File: src/sv/acn_pkg.sv
// ----------------------------------------------------------------------------
// acn_pkg
// shared types for the axis normalizer core and its divider
// ----------------------------------------------------------------------------
package acn_pkg;

	typedef struct packed {
		logic busy;
		logic done;
	} div_status_t;

endpackage

File: src/sv/auto_calibrating_axis_normalizer_core.sv
// ----------------------------------------------------------------------------
// auto_calibrating_axis_normalizer_core
// widens a running min/max with each sample and reports the sample's
// position in that range as an unsigned Q1.FRACTION_BITS fraction
// ----------------------------------------------------------------------------
// path: input beat, ST_PREP, ST_DIV until the divider is done, ST_OUT
// one beat at a time: no new beat is taken until the output is accepted;
//   the bit-serial divider produces one quotient bit per cycle
// empty range skips the divider: ST_PREP goes straight to ST_OUT
// reset: min to largest, max to smallest signed value, ready for a beat
// ----------------------------------------------------------------------------
module auto_calibrating_axis_normalizer_core #(
	parameter int SAMPLE_BITS   = 16,
	parameter int FRACTION_BITS = 16
) (
	input  logic                          clk,
	input  logic                          arst_n,
	input  logic                          in_valid,
	output logic                          in_ready,
	input  logic signed [SAMPLE_BITS-1:0] raw_sample,
	output logic                          out_valid,
	input  logic                          out_ready,
	output logic [FRACTION_BITS:0]        normalized,
	output logic signed [SAMPLE_BITS-1:0] range_low,
	output logic signed [SAMPLE_BITS-1:0] range_high
);

	localparam logic [1:0] ST_IDLE = 2'd0;
	localparam logic [1:0] ST_PREP = 2'd1;
	localparam logic [1:0] ST_DIV  = 2'd2;
	localparam logic [1:0] ST_OUT  = 2'd3;

	logic [1:0]                    state_q;
	logic signed [SAMPLE_BITS-1:0] min_q;
	logic signed [SAMPLE_BITS-1:0] max_q;
	logic signed [SAMPLE_BITS-1:0] sample_q;
	logic [FRACTION_BITS:0]        norm_q;

	logic signed [SAMPLE_BITS-1:0] new_min;
	logic signed [SAMPLE_BITS-1:0] new_max;
	logic signed [SAMPLE_BITS:0]   num_w;
	logic signed [SAMPLE_BITS:0]   den_w;
	logic                          div_start;
	logic [FRACTION_BITS:0]        div_quo;
	acn_pkg::div_status_t          div_st;
	logic                          in_beat;

	assign in_beat = in_valid && in_ready;
	assign new_min = (raw_sample < min_q) ? raw_sample : min_q;
	assign new_max = (raw_sample > max_q) ? raw_sample : max_q;

	assign num_w = {sample_q[SAMPLE_BITS-1], sample_q} - {min_q[SAMPLE_BITS-1], min_q};
	assign den_w = {max_q[SAMPLE_BITS-1], max_q} - {min_q[SAMPLE_BITS-1], min_q};

	assign div_start = (state_q == ST_PREP) && (min_q != max_q);

	acn_divider #(
		.NUM_BITS (SAMPLE_BITS),
		.QUO_BITS (FRACTION_BITS + 1)
	) u_div (
		.clk      (clk),
		.arst_n   (arst_n),
		.start    (div_start),
		.num      (num_w[SAMPLE_BITS-1:0]),
		.den      (den_w[SAMPLE_BITS-1:0]),
		.quotient (div_quo),
		.status   (div_st)
	);

	always_ff @(posedge clk or negedge arst_n) begin
		if (!arst_n) begin
			state_q <= ST_IDLE;
			min_q   <= {1'b0, {(SAMPLE_BITS-1){1'b1}}};
			max_q   <= {1'b1, {(SAMPLE_BITS-1){1'b0}}};
		end else begin
			unique case (state_q)
				ST_IDLE: begin
					if (in_beat) begin
						min_q   <= new_min;
						max_q   <= new_max;
						state_q <= ST_PREP;
					end
				end
				ST_PREP: begin
					state_q <= (min_q == max_q) ? ST_OUT : ST_DIV;
				end
				ST_DIV: begin
					if (div_st.done) begin
						state_q <= ST_OUT;
					end
				end
				ST_OUT: begin
					if (out_ready) begin
						state_q <= ST_IDLE;
					end
				end
				default: begin
					state_q <= ST_IDLE;
				end
			endcase
		end
	end

	always_ff @(posedge clk) begin
		if (in_beat) begin
			sample_q <= raw_sample;
		end
		if (state_q == ST_PREP && min_q == max_q) begin
			norm_q <= (sample_q != '0) ? {1'b1, {FRACTION_BITS{1'b0}}} : '0;
		end else if (state_q == ST_DIV && div_st.done) begin
			norm_q <= div_quo;
		end
	end

	assign in_ready   = (state_q == ST_IDLE);
	assign out_valid  = (state_q == ST_OUT);
	assign normalized = norm_q;
	assign range_low  = min_q;
	assign range_high = max_q;

	// calibrated range is never inverted once a beat has gone through
	a_range_order: assert property (@(posedge clk) disable iff (!arst_n)
		out_valid |-> range_low <= range_high)
		else $error("range_low above range_high at output");

	// fraction never exceeds 1.0
	a_norm_bound: assert property (@(posedge clk) disable iff (!arst_n)
		out_valid && normalized[FRACTION_BITS] |-> normalized[FRACTION_BITS-1:0] == '0)
		else $error("normalized above 1.0");

	// divider only finishes while the sequencer waits for it
	a_div_done: assert property (@(posedge clk) disable iff (!arst_n)
		div_st.done |-> state_q == ST_DIV)
		else $error("divider done outside divide state");

	// divider runs only for a nonempty range
	a_div_busy: assert property (@(posedge clk) disable iff (!arst_n)
		div_st.busy |-> state_q == ST_DIV && min_q != max_q)
		else $error("divider busy outside divide state");

	// an input beat always moves the sequencer on
	a_accept: assert property (@(posedge clk) disable iff (!arst_n)
		in_beat |=> state_q == ST_PREP)
		else $error("input beat did not start processing");

endmodule

File: src/sv/acn_divider.sv
// ----------------------------------------------------------------------------
// acn_divider
// restoring bit-serial fraction divider, one quotient bit per cycle;
// quotient = num * 2^(QUO_BITS-1) / den for num <= den, den > 0
// ----------------------------------------------------------------------------
module acn_divider #(
	parameter int NUM_BITS = 16,
	parameter int QUO_BITS = 17
) (
	input  logic                   clk,
	input  logic                   arst_n,
	input  logic                   start,
	input  logic [NUM_BITS-1:0]    num,
	input  logic [NUM_BITS-1:0]    den,
	output logic [QUO_BITS-1:0]    quotient,
	output acn_pkg::div_status_t   status
);

	localparam int CNT_BITS = $clog2(QUO_BITS);

	logic                busy_q;
	logic                done_q;
	logic [CNT_BITS-1:0] cnt_q;
	logic [NUM_BITS-1:0] rem_q;
	logic [NUM_BITS-1:0] den_q;
	logic [QUO_BITS-1:0] quo_q;

	logic [NUM_BITS:0]   trial;
	logic [NUM_BITS:0]   diff;
	logic                ge;

	// first step compares without shifting
	assign trial = (cnt_q == '0) ? {1'b0, rem_q} : {rem_q, 1'b0};
	assign diff  = trial - {1'b0, den_q};
	assign ge    = trial >= {1'b0, den_q};

	always_ff @(posedge clk or negedge arst_n) begin
		if (!arst_n) begin
			busy_q <= 1'b0;
			done_q <= 1'b0;
			cnt_q  <= '0;
		end else begin
			done_q <= 1'b0;
			if (start && !busy_q) begin
				busy_q <= 1'b1;
				cnt_q  <= '0;
			end else if (busy_q) begin
				if (cnt_q == CNT_BITS'(QUO_BITS - 1)) begin
					busy_q <= 1'b0;
					done_q <= 1'b1;
					cnt_q  <= '0;
				end else begin
					cnt_q <= cnt_q + 1'b1;
				end
			end
		end
	end

	always_ff @(posedge clk) begin
		if (start && !busy_q) begin
			rem_q <= num;
			den_q <= den;
			quo_q <= '0;
		end else if (busy_q) begin
			rem_q <= ge ? diff[NUM_BITS-1:0] : trial[NUM_BITS-1:0];
			quo_q <= {quo_q[QUO_BITS-2:0], ge};
		end
	end

	assign quotient    = quo_q;
	assign status.busy = busy_q;
	assign status.done = done_q;

endmodule
File: config.mk
export PLATFORM = sky130hd
export DESIGN_NAME = auto_calibrating_axis_normalizer_core
export DESIGN_NICKNAME = d
export VERILOG_FILES = /design/src/sv/acn_pkg.sv /design/src/sv/auto_calibrating_axis_normalizer_core.sv /design/src/sv/acn_divider.sv
export SDC_FILE = /design/constraint.sdc
export NUM_CORES = 1
export LEC_CHECK = 0
export BUFFER_PORTS_ARGS = -buffer_cell sky130_fd_sc_hd__buf_4
export CAP_MARGIN = 10
export CORE_MARGIN = 1
export CORE_UTILIZATION = 60
export CTS_BUF_LIST = sky130_fd_sc_hd__clkbuf_2 sky130_fd_sc_hd__clkbuf_4 sky130_fd_sc_hd__clkbuf_8
export DETAILED_ROUTE_END_ITERATION = 8
export PLACE_DENSITY = 0.8
export SYNTH_ARGS = -nofsm -noshare
export SYNTH_HDL_FRONTEND = slang
export SYNTH_HIERARCHICAL = 1
export SYNTH_SLANG_ARGS = --single-unit
File: constraint.sdc
create_clock -name clk -period 3.8 [get_ports clk]
set_clock_uncertainty 0.15 [all_clocks]
set_input_delay 0.38 -clock clk [delete_from_list [all_inputs] [get_ports clk]]
set_output_delay 0.38 -clock clk [all_outputs]
set_load 0.03 [all_outputs]
After elaboration in Yosys (flattened, before gate mapping):

Cells that the tools add are included.

* flip-flop bits (word level): 123
* input port bits: 20
* output and inout bits: 51
* logic and storage cells: 62

* add/subtract/negate cells: 4
* order comparisons: 3
* equal/unequal tests: 9
* mux-type cells: 21
* reductions and logical operators: 14

Operators by type and width (number)
* 17-bit two-way mux: 4
* 16-bit two-way mux: 3
* 16-bit subtractor: 3
* 17-bit by 16-bit greater-or-equal comparator with 1-bit output: 1
* 16-bit == test: 1
* 16-bit > comparator: 1
* 16-bit < comparator: 1
* 16-bit != test: 1
* 16-bit nonzero test: 1
* 5-bit two-way mux: 3
* 3-bit AND reduction: 3
* 2-bit case mux with 4 select lines: 1
* 1-bit two-way mux: 7
* 2-bit two-way mux: 3
* 2-bit by 1-bit != test with 1-bit output (second input constant): 3
* 5-bit by 1-bit adder with 5-bit output (second input constant): 1
* 5-bit == test (second input constant): 1
* 1-bit logical AND: 5
* 5-bit logical NOT: 1
* 2-bit == test (second input constant): 2
* 2-bit nonzero test: 2
* 2-bit by 1-bit == test with 1-bit output (second input constant): 1
* 2-bit logical NOT: 1
* 1-bit logical NOT: 1

Logic depth before layout (Yosys ltp):

Gate-level depths: netlist (run 1).

* depth after elaboration: 6
* depth in mapped cells: 15
* mapped depth without buffers: 13

Hierarchy:

The synthesis (run 1) kept the hierarchy.

Modules (own cells, without submodules)
* auto_calibrating_axis_normalizer_core: instances 1, cells an instance 469, area an instance 4888.4 µm², sequential area each 1861.8 µm²
* acn_divider: instances 1, cells an instance 375, area an instance 3478.3 µm², sequential area each 1476.4 µm²

Least setup slack after synthesis (run 1):

OpenSTA, ideal clock, no wires.

* path type: register to register
* start point: register min_q[14] (netlist: range_low[14])
* end point: register u_div.rem_q[11], data pin
* setup time: 0.292 ns
* arrival time: 3.114 ns
* data required time: 3.358 ns
* path slack: 0.244 ns
* cell stages (with the launch flop): 15
* path buffers: 3
* clock period less this slack: 3.556 ns
* path through: dfstp_2 inv_1 ha_1 clkbuf_2 nand4_1 or4_1 nor2_1 nor2b_1 nand2b_1 buf_2 inv_1 clkbuf_1 and2_1 a41oi_1 o31ai_1

* cells in the longest elaborated chain, start to end: 4

RTL lines
* from (decl): RTL line auto_calibrating_axis_normalizer_core.sv:34 `logic signed [SAMPLE_BITS-1:0] min_q;`
* from (signal assigned): RTL line auto_calibrating_axis_normalizer_core.sv:73 `min_q <= {1'b0, {(SAMPLE_BITS-1){1'b1}}};`
* from (signal assigned): RTL line auto_calibrating_axis_normalizer_core.sv:79 `min_q <= new_min;`
* 16-bit != test: RTL line auto_calibrating_axis_normalizer_core.sv:55 `assign div_start = (state_q == ST_PREP) && (min_q != max_q);`
* 1-bit logical AND: RTL line auto_calibrating_axis_normalizer_core.sv:55
* net div_start: RTL line auto_calibrating_axis_normalizer_core.sv:43 `logic div_start;`
* 1-bit logical AND: RTL line acn_divider.sv:60 `if (start && !busy_q) begin`
* 16-bit two-way mux: RTL line acn_divider.sv:60
* to (signal assigned): RTL line acn_divider.sv:61 `rem_q <= num;`
* to (signal assigned): RTL line acn_divider.sv:65 `rem_q <= ge ? diff[NUM_BITS-1:0] : trial[NUM_BITS-1:0];`
* to (decl): RTL line acn_divider.sv:24 `logic [NUM_BITS-1:0] rem_q;`

The timed path passes the listed nets, and every way through them passes these cells.
A chain may end at the register's enable or synchronous reset.

Final worst setup path (run 1):

* start point: register u_div.cnt_q[1]
* end point: register u_div.rem_q[10], data pin

* cells in the longest elaborated chain, start to end: 6
* elaborated cells on any way between the ends: 7
* those cells by class: 1 x add/sub; 1 x order compare; 4 x mux; 1 x reduce/logical

RTL lines
* from (decl): RTL line acn_divider.sv:23 `logic [CNT_BITS-1:0] cnt_q;`
* from (signal assigned): RTL line acn_divider.sv:53 `cnt_q <= cnt_q + 1'b1;`
* 5-bit logical NOT *: RTL line acn_divider.sv:33 `assign trial = (cnt_q == '0) ? {1'b0, rem_q} : {rem_q, 1'b0};`
* 17-bit two-way mux *: RTL line acn_divider.sv:33
* 16-bit subtractor / 17-bit by 16-bit greater-or-equal comparator with 1-bit output (equally long branches): RTL line acn_divider.sv:34, acn_divider.sv:35
* 16-bit two-way mux *: RTL line acn_divider.sv:65
* 16-bit two-way mux *: RTL line acn_divider.sv:64 `end else if (busy_q) begin`
* 16-bit two-way mux *: RTL line acn_divider.sv:60

Mark *: on every way between the ends. The rest lies on a longest branch, timed or not. The select of a mux whose other input is x is not followed.

==> flow_metrics.py, run 1 <==
metrics = {
    "critical_path": {
        "slowest_delay_ns": 0.46,
        "r2r_slack_ns": 0.17,
        "worstPathMaxFanout": 4,
        "r2r-start": "u_div/cnt_q[1]",
        "cp_slowest_cell": "fa_1",
        "r2r-end": "u_div/rem_q[10]",
        "critical_path.endpoint_type": "flop",
        "path_cells": "inv_1, ha_1, nand2b_1, nor3_1, buf_4, nand2_1, ha_1, fa_1, nand2b_1, a21o_1, a211o_1, a21oi_1, a2111oi_2, a311o_1",
        "reg2reg_depth": 14,
        "arrival_ns": 3.68,
        "path_delay_family": "compound AO/OA/AOI/OAI gates",
        "required_ns": 3.84,
        "worst-path-buf-inv": 2,
        "critPathLaunchType": "flop",
        "crit_type": "flop to flop",
    },
    "clocking": {
        "cts_sinks": 123,
        "htree_levels": 4,
        "cts_buffer_depth": 2,
        "cts_tree": "built",
        "numCtsBuffers": 17,
        "clk-insertion-delay-late_ns": 0.45,
        "clockRootBuffer": "clkbuf_8",
        "clk_pin_slew_ns": 0.08,
    },
    "global_routing": {
        "grt_first_pass_wirelength_mm": 34.4,
        "grt_antenna_before_repair": 0,
        "grt_pass1_vias": 6940,
        "overflow": 0,
        "grt_start_max_net_pins": 43,
        "track_usage": 0.307,
    },
    "sta": {
        "min_period_ns": 3.63,
        "setup_viol": 0,
        "slew_headroom": 0.186,
        "hold_viol": 0,
        "tightest_slew_ns": 1.22,
        "fin_crit_sh": 0.956,
        "maxSlewViolCount": 0,
        "fmax_ghz": 0.275,
    },
    "detailed_routing": {
        "dr.pass1.iters": 6,
        "wl_mm": 21.6,
        "postRouteAntennaNets": 0,
        "drcViolationCount": 0,
        "viasPerCell": 6.07,
        "drt_iter0_drc": 458,
        "post_drt_wl_per_cell_um": 19.1,
        "vias": 6897,
    },
    "finish": {
        "area_delta_synth_final_pct": 17.5,
        "layout.nets": 1053,
        "fin_area_mm2": 0.00982,
        "layout-drive-gt1-share": 0.225,
        "nFillCells": 937,
        "diodes": 0,
    },
    "worst_hold_path": {
        "min_from": "raw_sample[9]",
        "hold_path.class": "input pin to flop",
        "hold_depth": 1,
        "min_to": "sample_q[9]",
    },
    "synthesis": {
        "netlist_area_mm2": 0.00836,
        "ys.warnings.count": 6,
        "avgSynthCellArea_um2": 9.92,
        "syn-num-nets": 949,
        "netlist_instances": 843,
    },
    "floorplanning": {
        "io_pins": 71,
        "initial_utilization": 0.624,
        "dieWidth_um": 120,
        "die_area_mm2": 0.0144,
        "rows": 42,
        "coreArea_mm2": 0.0134,
        "die_y_um": 120,
    },
    "place": {
        "io_buffers": 70,
        "dpl_cell_area_mm2": 0.00911,
        "place_congestion": 0.944,
        "hpwl_mm": 15.6,
    },
    "flow_run": {
        "drv_cap": 0,
    },
    "run_status": {
        "status": "finished clean",
    },
}
==> sequential cells by signal (all words and copies together) (netlist names) <==
name,cells
range_low,16
u_div/den_q,16
u_div/quotient,17
u_div/cnt_q,5
range_high,16
u_div/done_q,1
sample_q,16
u_div/busy_q,1
normalized,17
state_q,2
u_div/rem_q,16
==> area by class of cell <==
cell class / instances / area, um2 / area share
Clock buffer: 17 / 234 / 0.0238
Clock inverter: 15 / 210 / 0.0214
Inverter: 75 / 285 / 0.0291
Multi-Input combinational cell: 622 / 4680 / 0.477
Sequential cell: 123 / 3340 / 0.340
Tap cell: 176 / 220 / 0.0224
Timing Repair Buffer: 107 / 843 / 0.0859
Timing Repair inverter: 1 / 7.51 / 0.000765
==> cells in the final DEF (no fill, tap or decap), drive strengths merged, types with 16 or more instances in the layout <==
master	instances
a21o	16
a21oi	53
and2	23
buf	91
clkbuf	17
dfrtp	25
dfstp	16
dfxtp	17
dlygate4sd3	16
edfxtp	65
ha	83
inv	80
mux2	46
nand2	71
nand2b	32
nor2	47
o21ai	49
xnor2	23
==> worst max path at each step <==
stage                            endpoint  slack [ns]      startpoint  cells after the start
after floorplan           u_div/rem_q[11]        0.24   range_low[14]                     14
after global placement    u_div/rem_q[15]        0.21  u_div/cnt_q[0]                     13
after detailed placement  u_div/rem_q[15]        0.12  u_div/cnt_q[1]                     13
after CTS                 u_div/rem_q[15]         0.1  u_div/cnt_q[0]                     13
after global routing      u_div/rem_q[15]       -0.03  u_div/cnt_q[0]                     13
final                     u_div/rem_q[10]        0.17  u_div/cnt_q[1]                     14
==> per-layer routing <==
layer	global-route usage	share of wire
met5	0	0
met1	0.403	0.43
met2	0.500	0.49
met4	0.116	0.026
met3	0.0604	0.056
==> metrics by stage <==
| stage | util | hold slack (ns) | TNS, ns | setup WS (ns) | instances |
|---|---|---|---|---|---|
| finish | 0.733 | 0.0221 | 0 | 0.168 | 1136 |
| global route | 0.733 | 0.0126 | -0.241 | -0.0276 | 1136 |
| CTS | 0.723 | 0.00254 | 0 | 0.0992 | 1127 |
| detailed placement | 0.680 | 0.242 | 0 | 0.116 | 1082 |
| global placement | 0.680 | 0.229 | 0 | 0.206 | 1082 |
| floorplan | - | -0.0656 | 0 | 0.244 | 843 |
==> repair_timing <==
action / CTS / global route
buffers inserted: 0 / 5
endpoints found under the setup margin: 0 / 17
resized for setup: 0 / 16
hold endpoints to repair: 37 / 3
hold buffers: 13 / 3
Power of run 1 is left out: the tool's default activity adds up to more than one toggle a clock period on the data nets, which glitch-free logic cannot reach.
==> run 2, diff against run 1 <==
--- a/config.mk
+++ b/config.mk
@@ -7,7 +7,7 @@
 export LEC_CHECK = 0
 export BUFFER_PORTS_ARGS = -buffer_cell sky130_fd_sc_hd__buf_4
 export CAP_MARGIN = 10
-export CORE_MARGIN = 1
+export CORE_MARGIN = 10
 export CORE_UTILIZATION = 60
 export CTS_BUF_LIST = sky130_fd_sc_hd__clkbuf_2 sky130_fd_sc_hd__clkbuf_4 sky130_fd_sc_hd__clkbuf_8
 export DETAILED_ROUTE_END_ITERATION = 8
==> constraint.sdc (replaced) <==
create_clock -name clk -period 4.6 [get_ports clk]
set_clock_uncertainty 0.15 [all_clocks]
set_input_delay 0.46 -clock clk [delete_from_list [all_inputs] [get_ports clk]]
set_output_delay 0.46 -clock clk [all_outputs]
set_load 0.03 [all_outputs]
==> run 2 against run 1 <==
Non-clock buffer count decreased by 30. Count of clock-buffer cells in the layout increased by 2. Worst hold slack improved by 0.055 ns. Core utilization decreased by 4.3 points. Die area increased by 32%. First-iteration DRC count decreased by 8.3%. Cell area decreased by 3.3%. Register-to-register slack improved by 0.39 ns.
==> flow_metrics.py, run 2 (synthesized netlist as in run 1, its figures left out) <==
metrics = {
    "floorplanning": {
        "io_pins": 71,
        "dieWidth_um": 138,
        "die_area_mm2": 0.0191,
        "coreArea_mm2": 0.0138,
        "rows": 43,
        "die_y_um": 138,
        "initial_utilization": 0.607,
    },
    "global_routing": {
        "grt_first_pass_wirelength_mm": 31.7,
        "grt_pass1_vias": 6466,
        "track_usage": 0.196,
        "grt_antenna_before_repair": 0,
        "overflow": 0,
        "grt_start_max_net_pins": 44,
    },
    "critical_path": {
        "crit_type": "flop to flop",
        "reg2reg_depth": 12,
        "critical_path.endpoint_type": "flop",
        "critPathLaunchType": "flop",
        "required_ns": 4.64,
        "r2r-end": "u_div/rem_q[10]",
        "path_delay_family": "compound AO/OA/AOI/OAI gates",
        "cp_slowest_cell": "a31o_1",
        "r2r-start": "u_div/cnt_q[0]",
        "slowest_delay_ns": 0.52,
        "path_cells": "inv_1, ha_1, nand2b_1, nor3_1, mux2_2, ha_1, a21oi_1, o21ai_1, o21ai_1, a31o_1, a2111oi_2, a311o_1",
        "arrival_ns": 4.09,
        "worst-path-buf-inv": 1,
        "worstPathMaxFanout": 12,
        "r2r_slack_ns": 0.56,
    },
    "clocking": {
        "cts_tree": "built",
        "cts_buffer_depth": 2,
        "htree_levels": 4,
        "numCtsBuffers": 17,
        "clk-insertion-delay-late_ns": 0.44,
        "clk_pin_slew_ns": 0.08,
        "cts_sinks": 123,
        "clockRootBuffer": "clkbuf_8",
        "post-cts-setup-buffers": 0,
    },
    "flow_run": {
        "drv_cap": 0,
    },
    "sta": {
        "hold_viol": 0,
        "rsz0062_at_grt": "false",
        "slew_headroom": 0.200,
        "setup_viol": 0,
        "hold_ws_ns": 0.0775,
        "min_period_ns": 4.04,
        "fin_crit_sh": 0.879,
        "fmax_ghz": 0.247,
        "fin_setup_tns_ns": 0,
        "tightest_slew_ns": 1.20,
        "maxSlewViolCount": 0,
    },
    "worst_hold_path": {
        "hold_path.class": "input pin to flop",
        "min_to": "sample_q[0]",
        "min_from": "raw_sample[0]",
        "hold_depth": 1,
    },
    "detailed_routing": {
        "wl_mm": 18.9,
        "post_drt_wl_per_cell_um": 17.0,
        "viasPerCell": 5.81,
        "postRouteAntennaNets": 0,
        "vias": 6438,
        "drcViolationCount": 0,
        "dr.pass1.iters": 5,
        "drt_iter0_drc": 420,
    },
    "place": {
        "io_buffers": 70,
        "hpwl_mm": 14.5,
        "place_congestion": 0.876,
    },
    "finish": {
        "layout.nets": 1022,
        "diodes": 0,
        "final_util": 0.689,
        "layout_commonest_cell": "ha_1",
        "layout-drive-gt1-share": 0.203,
        "area_delta_synth_final_pct": 13.6,
        "final_cell_mix": "ha_1, buf_4, inv_1",
    },
    "run_status": {
        "status": "finished clean",
    },
}
[run 2: cell types whose count changed in the layout (fill, tap and decap cells not counted), sizes merged]
| cell | change |
|---|---|
| clkbuf | +2 |
| inv | -2 |
| dlygate4sd3 | -15 |
| clkinv | +1 |
| clkinvlp | -2 |
| buf | -15 |
[run 2: area by class of cell]
type	count	area, um2
Fill cell	1042	4280
Multi-Input combinational cell	622	4630
Sequential cell	123	3340
Clock buffer	19	249
Inverter	75	282
Clock inverter	13	190
Tap cell	180	225
Timing Repair Buffer	77	581
[run 2: timing repair]
| item | CTS | global route |
|---|---|---|
| hold buffers | 1 | 0 |
| hold endpoints to repair | 25 | 0 |
| resized for setup | 0 | 0 |
[run 2: worst max-delay path by stage]
stage                              start               to  cells after the start
after global placement    u_div/cnt_q[0]   u_div/rem_q[4]                     11
after global routing      u_div/cnt_q[0]  u_div/rem_q[10]                     12
after detailed placement  u_div/cnt_q[0]  u_div/rem_q[10]                     11
after CTS                 u_div/cnt_q[0]  u_div/rem_q[10]                     12
after floorplan            range_low[14]  u_div/rem_q[11]                     14
final                     u_div/cnt_q[0]  u_div/rem_q[10]                     12
[run 2: per-layer routing]
metal	global-route usage	vias to the layer above	wire length (um)
met5	0	-	0
li1	-	3201	-
met3	0.0442	30	959
met2	0.306	197	8690
met4	0.0666	0	335
met1	0.262	3010	8920
[run 2: worst register-to-register path, delay by kind of cell (launching register included)]
kind | cells | cell delay (ns)
AO/OA/AOI/OAI | 6 | 1.56
adder cells (fa/ha/maj) | 2 | 0.55
buffers and inverters | 1 | 0.09
flip-flops | 1 | 0.43
multiplexers | 1 | 0.42
AND/OR/NAND/NOR | 2 | 0.59
[run 2: per-stage QoR]
stage               cell area, um2  std cells  setup slack (ns)
finish                        9490       1109             0.557
global route                  9490       1109             0.313
CTS                           9490       1109             0.634
detailed placement            9040       1076             0.733
global placement              9040       1076             0.796
floorplan                     8360        843              1.04
Power of run 2 is left out for the same reason.
